===== src/hdl/lfu_cache_with_lru_tiebreak_top_defines.svh =====
// Assertion macros used by the cache datapath (lfu_dp).
`ifndef LFU_CACHE_WITH_LRU_TIEBREAK_TOP_DEFINES_SVH
`define LFU_CACHE_WITH_LRU_TIEBREAK_TOP_DEFINES_SVH
`ifndef SYNTHESIS
`define LFU_ASSERT_IMP(lbl, clk, rstn, pre, post) \
    lbl: assert property (@(posedge clk) disable iff (!rstn) (pre) |-> (post)) \
        else $error("assertion failed");
`define LFU_ASSERT_NXT(lbl, clk, rstn, pre, post) \
    lbl: assert property (@(posedge clk) disable iff (!rstn) (pre) |=> (post)) \
        else $error("assertion failed");
`else
`define LFU_ASSERT_IMP(lbl, clk, rstn, pre, post)
`define LFU_ASSERT_NXT(lbl, clk, rstn, pre, post)
`endif
`endif


===== src/hdl/lfu_pkg.sv =====
// Package with the types, constants and selection function of the cache.
`timescale 1ns / 1ps
package lfu_pkg;
    localparam int CAPACITY = 16;
    localparam int IDX_W    = $clog2(CAPACITY);
    localparam int RANK_W   = IDX_W;
    localparam int THR_W    = IDX_W + 1;
    localparam int CAP_W    = 5;
    localparam int KEY_W    = 32;
    localparam int DATA_W   = 32;
    localparam int CNT_W    = 32;
    localparam int GRP_N    = 4;

    localparam logic REQ_GET = 1'b0;
    localparam logic REQ_PUT = 1'b1;

    typedef enum logic [1:0] {
        S_IDLE,
        S_MATCH,
        S_SELECT,
        S_UPDATE
    } lfu_state_t;

    typedef struct packed {
        logic capture;
        logic match;
        logic select;
        logic update;
    } lfu_cmd_t;

    typedef struct packed {
        logic out_blocked;
    } lfu_stat_t;

    typedef struct packed {
        logic              vld;
        logic [CNT_W-1:0]  cnt;
        logic [RANK_W-1:0] rank;
        logic [IDX_W-1:0]  idx;
        logic [KEY_W-1:0]  key;
    } lfu_cand_t;

    // Returns the better eviction candidate: lower count, then older rank.
    function automatic lfu_cand_t lfu_pick(input lfu_cand_t a, input lfu_cand_t b);
        lfu_cand_t r;
        r = a;
        if (!a.vld)
        begin
            r = b;
        end
        else if (b.vld && ((b.cnt < a.cnt) || ((b.cnt == a.cnt) && (b.rank > a.rank))))
        begin
            r = b;
        end
        return r;
    endfunction
endpackage


===== src/hdl/lfu_ctrl.sv =====
// Request sequencer of the cache: capture, match, select, update.
`timescale 1ns / 1ps
module lfu_ctrl
(
    input  logic              clk,
    input  logic              rst_n,
    input  logic              in_valid,
    input  lfu_pkg::lfu_stat_t stat,
    output lfu_pkg::lfu_cmd_t  cmd,
    output logic              in_stall
);
    import lfu_pkg::*;

    lfu_state_t state_reg;
    lfu_state_t state_next;

    always_ff @(posedge clk or negedge rst_n)
    begin
        if (!rst_n)
        begin
            state_reg <= S_IDLE;
        end
        else
        begin
            state_reg <= state_next;
        end
    end

    always_comb
    begin
        state_next = state_reg;
        case (state_reg)
            S_IDLE:
            begin
                if (in_valid)
                begin
                    state_next = S_MATCH;
                end
            end
            S_MATCH:  state_next = S_SELECT;
            S_SELECT: state_next = S_UPDATE;
            S_UPDATE:
            begin
                if (!stat.out_blocked)
                begin
                    state_next = S_IDLE;
                end
            end
            default:  state_next = S_IDLE;
        endcase
    end

    always_comb
    begin
        cmd      = '0;
        in_stall = 1'b1;
        case (state_reg)
            S_IDLE:
            begin
                in_stall    = 1'b0;
                cmd.capture = in_valid;
            end
            S_MATCH:  cmd.match  = 1'b1;
            S_SELECT: cmd.select = 1'b1;
            S_UPDATE: cmd.update = !stat.out_blocked;
            default:  cmd = '0;
        endcase
    end
endmodule


===== src/hdl/lfu_dp.sv =====
// Entry storage, key compare, victim tree and update lanes of the cache.
`timescale 1ns / 1ps
`include "lfu_cache_with_lru_tiebreak_top_defines.svh"
module lfu_dp
(
    input  logic                         clk,
    input  logic                         rst_n,
    input  lfu_pkg::lfu_cmd_t            cmd,
    output lfu_pkg::lfu_stat_t           stat,
    input  logic [lfu_pkg::CAP_W-1:0]    cap,
    input  logic                         req_type,
    input  logic [lfu_pkg::KEY_W-1:0]    key,
    input  logic signed [lfu_pkg::DATA_W-1:0] value,
    output logic                         out_valid,
    input  logic                         out_stall,
    output logic                         hit,
    output logic signed [lfu_pkg::DATA_W-1:0] read_value,
    output logic                         evicted,
    output logic [lfu_pkg::KEY_W-1:0]    evicted_key
);
    import lfu_pkg::*;

    localparam int GRP_SZ = CAPACITY / GRP_N;

    // Entry store.
    logic [CAPACITY-1:0] valid_reg;
    logic [KEY_W-1:0]    key_reg  [CAPACITY];
    logic [DATA_W-1:0]   data_reg [CAPACITY];
    logic [CNT_W-1:0]    cnt_reg  [CAPACITY];
    logic [RANK_W-1:0]   rank_reg [CAPACITY];

    // Request being processed.
    logic               req_reg;
    logic [KEY_W-1:0]   rkey_reg;
    logic [DATA_W-1:0]  rval_reg;

    // Match stage results.
    logic [CAPACITY-1:0] match_reg;
    logic                hit_reg;
    logic [RANK_W-1:0]   frank_reg;
    logic [DATA_W-1:0]   fdata_reg;
    logic [CAP_W-1:0]    occ_reg;
    lfu_cand_t           grp_reg [GRP_N];

    // Select stage results.
    lfu_cand_t           vic_reg;
    logic [IDX_W-1:0]    free_reg;
    logic                bump_reg;
    logic                insert_reg;
    logic                evict_reg;

    // Output register.
    logic                out_valid_reg;
    logic                hit_o_reg;
    logic [DATA_W-1:0]   rd_o_reg;
    logic                ev_o_reg;
    logic [KEY_W-1:0]    evk_o_reg;

    logic [CAPACITY-1:0] match_v;
    logic [RANK_W-1:0]   frank_v;
    logic [DATA_W-1:0]   fdata_v;
    lfu_cand_t           cand   [CAPACITY];
    lfu_cand_t           grp_v  [GRP_N];
    lfu_cand_t           vic_v;
    logic [IDX_W-1:0]    free_v;
    logic [CAP_W-1:0]    cap_eff;
    logic                ins_v;
    logic [THR_W-1:0]    thr;
    logic [CAPACITY-1:0] target;

    assign cap_eff = (cap > CAP_W'(CAPACITY)) ? CAP_W'(CAPACITY) : cap;

    // Parallel key compare, one-hot read of the matching entry and the first level of the victim tree.
    always_comb
    begin
        frank_v = '0;
        fdata_v = '0;
        for (int i = 0; i < CAPACITY; i++)
        begin
            match_v[i] = valid_reg[i] && (key_reg[i] == rkey_reg);
            frank_v    = frank_v | (match_v[i] ? rank_reg[i] : '0);
            fdata_v    = fdata_v | (match_v[i] ? data_reg[i] : '0);
            cand[i].vld  = valid_reg[i];
            cand[i].cnt  = cnt_reg[i];
            cand[i].rank = rank_reg[i];
            cand[i].idx  = IDX_W'(i);
            cand[i].key  = key_reg[i];
        end
        for (int g = 0; g < GRP_N; g++)
        begin
            grp_v[g] = cand[g*GRP_SZ];
            for (int j = 1; j < GRP_SZ; j++)
            begin
                grp_v[g] = lfu_pick(grp_v[g], cand[g*GRP_SZ + j]);
            end
        end
    end

    // Second tree level, the lowest free slot and the insert decision.
    always_comb
    begin
        vic_v  = grp_reg[0];
        for (int g = 1; g < GRP_N; g++)
        begin
            vic_v = lfu_pick(vic_v, grp_reg[g]);
        end
        free_v = '0;
        for (int i = CAPACITY - 1; i >= 0; i--)
        begin
            if (!valid_reg[i])
            begin
                free_v = IDX_W'(i);
            end
        end
        ins_v = (req_reg == REQ_PUT) && (cap_eff != '0) && !hit_reg;
    end

    // Ranks below the threshold age by one; the target slot becomes newest.
    always_comb
    begin
        if (bump_reg)
        begin
            thr    = {1'b0, frank_reg};
            target = match_reg;
        end
        else if (evict_reg)
        begin
            thr    = {1'b0, vic_reg.rank};
            target = CAPACITY'(1) << vic_reg.idx;
        end
        else
        begin
            thr    = THR_W'(CAPACITY);
            target = CAPACITY'(1) << free_reg;
        end
    end

    always_ff @(posedge clk)
    begin
        if (cmd.capture)
        begin
            req_reg  <= req_type;
            rkey_reg <= key;
            rval_reg <= value;
        end
        if (cmd.match)
        begin
            match_reg <= match_v;
            hit_reg   <= |match_v;
            frank_reg <= frank_v;
            fdata_reg <= fdata_v;
            occ_reg   <= CAP_W'($countones(valid_reg));
            grp_reg   <= grp_v;
        end
        if (cmd.select)
        begin
            vic_reg    <= vic_v;
            free_reg   <= free_v;
            insert_reg <= ins_v;
            evict_reg  <= ins_v && (occ_reg >= cap_eff);
            bump_reg   <= hit_reg && ((req_reg == REQ_GET) || (cap_eff != '0));
        end
        if (cmd.update)
        begin
            hit_o_reg <= hit_reg;
            rd_o_reg  <= ((req_reg == REQ_GET) && hit_reg) ? fdata_reg : '0;
            ev_o_reg  <= evict_reg;
            evk_o_reg <= evict_reg ? vic_reg.key : '0;
            if (bump_reg || insert_reg)
            begin
                for (int i = 0; i < CAPACITY; i++)
                begin
                    if (target[i])
                    begin
                        rank_reg[i] <= '0;
                        if (insert_reg)
                        begin
                            key_reg[i]  <= rkey_reg;
                            data_reg[i] <= rval_reg;
                            cnt_reg[i]  <= CNT_W'(1);
                        end
                        else
                        begin
                            if (req_reg == REQ_PUT)
                            begin
                                data_reg[i] <= rval_reg;
                            end
                            if (cnt_reg[i] != '1)
                            begin
                                cnt_reg[i] <= cnt_reg[i] + CNT_W'(1);
                            end
                        end
                    end
                    else if (valid_reg[i] && ({1'b0, rank_reg[i]} < thr))
                    begin
                        rank_reg[i] <= rank_reg[i] + RANK_W'(1);
                    end
                end
            end
        end
    end

    always_ff @(posedge clk or negedge rst_n)
    begin
        if (!rst_n)
        begin
            valid_reg     <= '0;
            out_valid_reg <= 1'b0;
        end
        else
        begin
            if (cmd.update)
            begin
                out_valid_reg <= 1'b1;
                if (insert_reg)
                begin
                    valid_reg <= valid_reg | target;
                end
            end
            else if (out_valid_reg && !out_stall)
            begin
                out_valid_reg <= 1'b0;
            end
        end
    end

    assign stat.out_blocked = out_valid_reg && out_stall;
    assign out_valid   = out_valid_reg;
    assign hit         = hit_o_reg;
    assign read_value  = rd_o_reg;
    assign evicted     = ev_o_reg;
    assign evicted_key = evk_o_reg;

    `LFU_ASSERT_IMP(a_evict_has_victim, clk, rst_n, cmd.update && evict_reg, vic_reg.vld)
    `LFU_ASSERT_IMP(a_hit_single, clk, rst_n, cmd.select && hit_reg, $onehot(match_reg))
    `LFU_ASSERT_NXT(a_update_shows, clk, rst_n, cmd.update, out_valid_reg)
endmodule


===== src/hdl/lfu_cache_with_lru_tiebreak_top.sv =====
// Top level of the least-frequently-used cache with recency tiebreak.
`timescale 1ns / 1ps
// The block is a fully associative key/value cache of sixteen entries.
// A request transaction on the input channel (in_valid, in_stall) carries
// req_type (get or put), key and value. Each request yields exactly one
// result transaction on the output channel (out_valid, out_stall) carrying
// hit, read_value, evicted and evicted_key.
// A request passes through capture, key compare plus the first level of the
// victim tree, the second tree level plus free-slot search, and the entry
// update that also loads the output register. Because of the two-level
// victim tree and the serial dependence between requests, a new request is
// taken only after the previous one has passed its entry update.
// If the receiver stalls, the result waits in the output register; the next
// request is still taken, but its update step holds, with in_stall high,
// until the waiting result is taken.
// capacity_in_use is written through cfg_valid/cfg_data, always ready; it
// should only be changed while the block is idle.
// Reset empties the cache and sets capacity_in_use to sixteen.
module lfu_cache_with_lru_tiebreak_top
(
    input  logic                              clk,
    input  logic                              rst_n,
    input  logic                              in_valid,
    output logic                              in_stall,
    input  logic                              req_type,
    input  logic [lfu_pkg::KEY_W-1:0]         key,
    input  logic signed [lfu_pkg::DATA_W-1:0] value,
    output logic                              out_valid,
    input  logic                              out_stall,
    output logic                              hit,
    output logic signed [lfu_pkg::DATA_W-1:0] read_value,
    output logic                              evicted,
    output logic [lfu_pkg::KEY_W-1:0]         evicted_key,
    input  logic                              cfg_valid,
    output logic                              cfg_ready,
    input  logic [lfu_pkg::CAP_W-1:0]         cfg_data
);
    import lfu_pkg::*;

    lfu_cmd_t         cmd;
    lfu_stat_t        stat;
    logic [CAP_W-1:0] cap_reg;

    // The capacity register accepts a write in every cycle.
    assign cfg_ready = 1'b1;

    always_ff @(posedge clk or negedge rst_n)
    begin
        if (!rst_n)
        begin
            cap_reg <= CAP_W'(CAPACITY);
        end
        else if (cfg_valid && cfg_ready)
        begin
            cap_reg <= cfg_data;
        end
    end

    lfu_ctrl u_ctrl
    (
        .clk      (clk),
        .rst_n    (rst_n),
        .in_valid (in_valid),
        .stat     (stat),
        .cmd      (cmd),
        .in_stall (in_stall)
    );

    lfu_dp u_dp
    (
        .clk         (clk),
        .rst_n       (rst_n),
        .cmd         (cmd),
        .stat        (stat),
        .cap         (cap_reg),
        .req_type    (req_type),
        .key         (key),
        .value       (value),
        .out_valid   (out_valid),
        .out_stall   (out_stall),
        .hit         (hit),
        .read_value  (read_value),
        .evicted     (evicted),
        .evicted_key (evicted_key)
    );
endmodule


===== config.mk =====
export PLATFORM = sky130hd
export DESIGN_NAME = lfu_cache_with_lru_tiebreak_top
export DESIGN_NICKNAME = d
export VERILOG_FILES = /design/src/hdl/lfu_pkg.sv /design/src/hdl/lfu_ctrl.sv /design/src/hdl/lfu_dp.sv /design/src/hdl/lfu_cache_with_lru_tiebreak_top.sv
export VERILOG_INCLUDE_DIRS = /design/src /design/src/hdl
export SDC_FILE = /design/constraint.sdc
export NUM_CORES = 2
export LEC_CHECK = 0
export ABC_AREA = 0
export ABC_CLOCK_PERIOD_IN_PS = 14800
export CORE_UTILIZATION = 60
export DETAILED_ROUTE_END_ITERATION = 16
export DONT_BUFFER_PORTS = 1
export GPL_TIMING_DRIVEN = 0
export PLACE_DENSITY = 0.76
export REMOVE_ABC_BUFFERS = 1
export SLEW_MARGIN = 25
export SYNTH_ARGS = -nofsm -noshare
export SYNTH_HDL_FRONTEND = slang
export SYNTH_SLANG_ARGS = --single-unit

===== constraint.sdc =====
create_clock -name clk -period 14.8 [get_ports clk]
set_clock_uncertainty 0.05 [all_clocks]
set_input_delay 0.74 -clock clk [delete_from_list [all_inputs] [get_ports clk]]
set_output_delay 0.74 -clock clk [all_outputs]
set_load 0.005 [all_outputs]

=== After elaboration in Yosys (flattened, before gate mapping) ===
Memories as Yosys holds them, arrays and structs flattened.
Index checks and enable logic that the tools add are counted.
W data, S select, Z words.

* Bits in registers: 552
* Memory bits (writable): 1600
* Input port bits: 75
* Memories kept: 4

{| class="wikitable"
|+ Memory list
! name !! words !! bits a word !! read ports !! clocked after memory_dff !! wr ports !! RTL line !! text
|-
| u_dp.cnt_reg || 16 || 32 || 16 || 0 || 16 || lfu_dp.sv:29 || <nowiki>logic [CNT_W-1:0] cnt_reg [CAPACITY];</nowiki>
|-
| u_dp.data_reg || 16 || 32 || 16 || 0 || 16 || lfu_dp.sv:28 || <nowiki>logic [DATA_W-1:0] data_reg [CAPACITY];</nowiki>
|-
| u_dp.key_reg || 16 || 32 || 16 || 0 || 16 || lfu_dp.sv:27 || <nowiki>logic [KEY_W-1:0] key_reg [CAPACITY];</nowiki>
|-
| u_dp.rank_reg || 16 || 4 || 16 || 0 || 16 || lfu_dp.sv:30 || <nowiki>logic [RANK_W-1:0] rank_reg [CAPACITY];</nowiki>
|}

* Add/subtract/negate cells: 47
* Magnitude comparators: 48
* Equality and inequality tests: 52
* Shift operators: 2
* Muxes and demuxes: 511
* Bitwise gates (word level): 92
* Reduce and logical (&&, ||, !) cells: 110

{| class="wikitable"
|+ Operator list
! kind !! count
|-
| $mux W73 || 28
|-
| $mux W32 || 48
|-
| $eq A32 B32 Y1 || 31
|-
| $add A32 B1 Y32 const B || 16
|-
| $ne A32 B32 Y1 const B || 16
|-
| $lt A32 B32 Y1 || 15
|-
| $or A32 B32 Y32 || 15
|-
| $mux W1 || 379
|-
| $mux W4 || 40
|-
| $lt A4 B5 Y1 || 16
|-
| $mux W40 || 2
|-
| $logic_and A1 B1 Y1 || 69
|-
| $add A4 B1 Y4 const B || 16
|-
| $gt A4 B4 Y1 || 15
|-
| $or A4 B4 Y4 || 15
|-
| $or A1 B1 Y1 || 48
|-
| $add A5 B5 Y5 || 7
|-
| $mux W16 || 2
|-
| $shl A1 B4 Y16 const A || 2
|-
| $reduce_or A5 Y1 || 4
|-
| $logic_or A1 B1 Y1 || 17
|-
| $add A1 B1 Y2 || 8
|-
| $or A16 B16 Y16 || 1
|-
| $reduce_or A16 Y1 || 1
|-
| other kinds (19) || 51
|}

=== Longest topological paths before layout ===
An unclocked memory read counts as a cell.

* Depth after elaboration: 19
* Gate-level depth with buffers: 33
* Gate-level depth less buffers: 25

=== Cells and area by module ===
Synthesis repeated with hierarchy kept, for this count alone.

* Cells, all modules: 9135
* Area, all modules: 112222.6 µm²

{| class="wikitable"
|+ By module, submodules not included
! module !! times used !! cells each !! area each (µm²)
|-
| lfu_dp || 1 || 9107 || 111847.3
|-
| lfu_cache_with_lru_tiebreak_top || 1 || 12 || 193.9
|-
| lfu_ctrl || 1 || 16 || 181.4
|}

=== Least setup slack after synthesis ===
OpenSTA, ideal clock, no wires.

* Path kind: flip-flop to flip-flop
* Start: reg u_ctrl.state_reg[1]
* End: reg u_dp.fdata_reg[0] (enable)
* Library setup time: 0.750 ns
* Arrival time: 8.318 ns
* Required time: 14.000 ns
* Path slack: 5.682 ns
* Cell stages (with the launch flop): 3
* Buffers on the path: 0
* Period minus slack after synthesis: 9.118 ns
* Cells stage by stage: dfrtp_1 inv_1 ha_1

* Cells in the longest elaborated chain, start to end: 2

{| class="wikitable"
|+ RTL lines
! what !! RTL line !! text
|-
| from (decl) || lfu_ctrl.sv:14 || <nowiki>lfu_state_t state_reg;</nowiki>
|-
| from (signal assigned) || lfu_ctrl.sv:25 || <nowiki>state_reg <= state_next;</nowiki>
|-
| $eq A2 B1 Y1 || lfu_ctrl.sv:57 || <nowiki>case (state_reg)</nowiki>
|-
| $mux W1 || lfu_ctrl.sv:57 ||
|-
| to (signal assigned) || lfu_dp.sv:151 || <nowiki>fdata_reg <= fdata_v;</nowiki>
|-
| to (decl) || lfu_dp.sv:41 || <nowiki>logic [DATA_W-1:0] fdata_reg;</nowiki>
|}

Every way passes these cells.
A chain may end at the register's enable or synchronous reset.

==> flow_summary.toml <==
[cts]
numCtsBuffers = 217
ctsHtreeMaxLevel = 4
clockBufferDepth = 3
numClockSinks = 2144
clk_pin_slew_worst_paths_ns = 0.07
clock-root-buffer = "clkbuf_16"
insertion_delay_ns = 0.91
cts_tree = "yes"

[finish]
layout_commonest_cell = "edfxtp_1"
most-common-layout-cells = "edfxtp_1 (2120), nor2_1 (729), xor2_1 (657), ha_1 (646), nand2_1 (458)"
stdcell_area_um2 = 130000
multiInputGateArea_um2 = 47100
regArea_um2 = 64300
syn_to_final_growth_pct = 14.0
n_fill_cell = 12800
nNetsFinal = 10300
layout-drive-gt1-share_pct = 10.7

[synth]
synth-simple-area-share_pct = 11.4
synth_edf_count = 2120
muxShareOfSynthArea_pct = 2.93
syn-mean-instance-area_um2 = 12.1
synth_top_family_by_area = "simple AND/OR/NAND/NOR gates"
syn_inst = 9381
synth_xor_area_share_pct = 7.74
async_reset_ff_share_pct = 1.12
synth_ff_type = "edfxtp_1"
syn_area_um2 = 114000
yosysUniqueCellTypes = 84
synth_compound_area_share_pct = 10.9
yosys_warnings = 0
synth-seq-area-share_pct = 56.4
synth.ff_latch_count = 2144
synth-adder-area-share_pct = 7.31

[place]
hpwl_mm = 250
numPortBuffers = 0
place_area_um2 = 122000
gp_congestion = 0.980

[floorplanning]
start_util_pct = 60.6
dieArea_um2 = 192000
rows = 159
ios = 144
die_h_um = 438
core_area_um2 = 188000
die_x_um = 438

[drt]
dr_total_vias = 83100
postRouteAntennaNets = 0
avgViaCountPerCell = 6.77
dr.pass1.iters = 8
drcViolationCount = 0
wl_mm = 349
avgRoutedWirePerCell_um = 28.4
drt_iter0_drc = 11200

[critical_path]
required_ns = 15.38
cp-end-kind = "register"
worstSetupStartpointType = "register"
cp_max_fo = 55
path_class = "register to register"
critical_path_arrival_ns = 11.34

[power]
netSwitchingFraction_pct = 39.2
leakage_nw = 47.2
p_comb_share_pct = 40.0
p_seq_share_pct = 37.6
powerDensity_nw_per_um2 = 193
p_sw_w = 0.00984
ir_drop_uv = 160
intPower_w = 0.0153
clkPwrFrac_pct = 22.4

[global_route]
grt_first_pass_wirelength_mm = 511
track_usage_pct = 35.6
antenna_found_initial = 8
grt-ovfl-total = 0
grt_start_max_net_pins = 64
grt_pass1_vias = 80400

[sta]
rsz0062_at_grt = "no"
hold_viol_final = 0
slew_violations = 0
fin_hold_ws_ns = 0.189
finalSetupTns_ns = 0
max_freq_mhz = 92.9
period_minus_slack_ns = 10.76
fin_crit_sh_pct = 72.7
finalSetupViolCount = 0
slew_headroom_pct = 19.9
tightest_slew_ns = 1.20

[job]
maxCapViolations = 0

[worst_hold_path]
hp-class = "input pin to register"

[run_status]
status = "finished clean"
-- cells in the mapped netlist, drive strengths merged (38+ instances only) --
library cell	n	area, µm²
edfxtp	2120	63700
nor2	763	2860
xor2	657	5750
ha	648	8110
nand2	462	1730
inv	451	1690
xnor2	350	3070
o21ai	342	1710
nand3	323	1620
clkbuf	304	1140
nand4	270	1710
a21oi	263	1320
mux2i	246	2460
a221oi	213	1870
nor3	160	801
buf	159	873
nor4	158	995
a22o	145	1270
o221ai	143	1620
and3	138	863
a21o	122	916
and2	119	744
mux2	78	878
o21a	74	556
o31ai	71	533
and4	62	543
o211ai	61	463
a211o	45	394
nor2b	44	275
a31o	42	368
a31oi	41	257
nand2b	38	238
-- stage by stage --
stage	util [%]	setup slack [ns]	std cells	power, W
floorplan	-	-2.75	8918	0.0150
global placement	61.1	-14.26	11400	0.0185
detailed placement	64.8	3.98	11800	0.0192
CTS	69.0	3.95	12300	0.0248
global route	69.1	3.90	12300	0.0259
finish	69.1	4.04	12300	0.0251
-- layout make-up --
class                           instances  area share, %
Sequential cell                      2144           49.4
Multi-Input combinational cell       6323           36.2
Timing Repair Buffer                  447           5.06
Clock buffer                          262           4.34
Tap cell                             2495           2.40
Inverter                              451           1.30
Clock inverter                        144           1.21
Antenna cell                            5        0.00963
-- per-layer routing --
metal	up-vias	global-route usage (%)	part of all wire [%]
li1	35900	-	-
met1	40700	46.2	37
met2	5335	54.6	45
met3	1135	7.39	11
met4	6	23.3	7.5
met5	-	0	0.017
-- final timing paths --
path | slack, ns | start | endpoint | depth (start not counted)
setup reg to reg | 4.04 | u_dp.cnt_reg[0][45]$_SDFFCE_PN0P_ | u_dp.grp_reg[250]$_DFFE_PN_ | 25
hold reg to reg | 0.46 | u_dp.rkey_reg[12]$_DFFE_PP_ | u_dp.key_reg[1][236]$_DFFE_PP_ | 0
max in group asynchronous | 14.09 | rst_n | cap_reg[4]$_DFFE_PN1P_ | 2
min in group asynchronous | 0.29 | rst_n | u_dp.valid_reg[14]$_DFFE_PN0P_ | 2
setup / recovery | 4.04 | u_dp.cnt_reg[0][45]$_SDFFCE_PN0P_ | u_dp.grp_reg[250]$_DFFE_PN_ | 25
hold / removal | 0.19 | in_valid | u_ctrl.state_reg[0]$_DFFE_PN0P_ | 2
-- cell families (layout without fill, tap and decap cells) --
kind of cell             Yosys count  count (layout)
AO/OA/AOI/OAI                   1702            1702
buffers and inverters            914            1304
other                              1               6
multiplexers                     324             324
AND/OR/NAND/NOR                 2630            2630
XOR/XNOR                        1007            1007
flip-flops                      2144            2144
adder cells (fa/ha/maj)          659             659
-- critical path, cell delays in order, from the launching register on --
cell       delay, ns
edfxtp_1        0.53
ha_1            0.36
nand4_1         0.13
nor4_1          0.93
o2111ai_4       0.45
nand2_1         0.29
a21o_4          0.56
buf_12          0.33
mux2i_1         0.69
ha_1            0.36
nand4_1         0.17
nor3_1          0.08
a221o_1         0.32
nor3_1          0.62
o22a_4          0.69
nand2_1         0.21
o21a_1          0.15
ha_1            0.28
nand4_1         0.22
nor4_1          0.62
nand2_1         0.29
o31ai_4         0.67
buf_6           0.28
or2_4           0.56
buf_16          0.29
o31ai_1         0.19
-- power by group through the flow --
stage	clock network, W	registers (W)	logic (W)
after global routing	0.00585	0.00950	0.0106
after floorplan	0	0.00928	0.00573
after global placement	0	0.00996	0.00858
after detailed placement	0	0.00950	0.00966
after CTS	0.00562	0.00940	0.00977
final	0.00563	0.00945	0.0100
-- repair_timing --
item / 4_1_cts / 5_1_grt
endpoints found under the hold margin: 95 / 0
hold buffers: 74 / 0
buffers inserted: 0 / 0
resized for setup: 0 / 0
(Power assumes the default switching activity.)
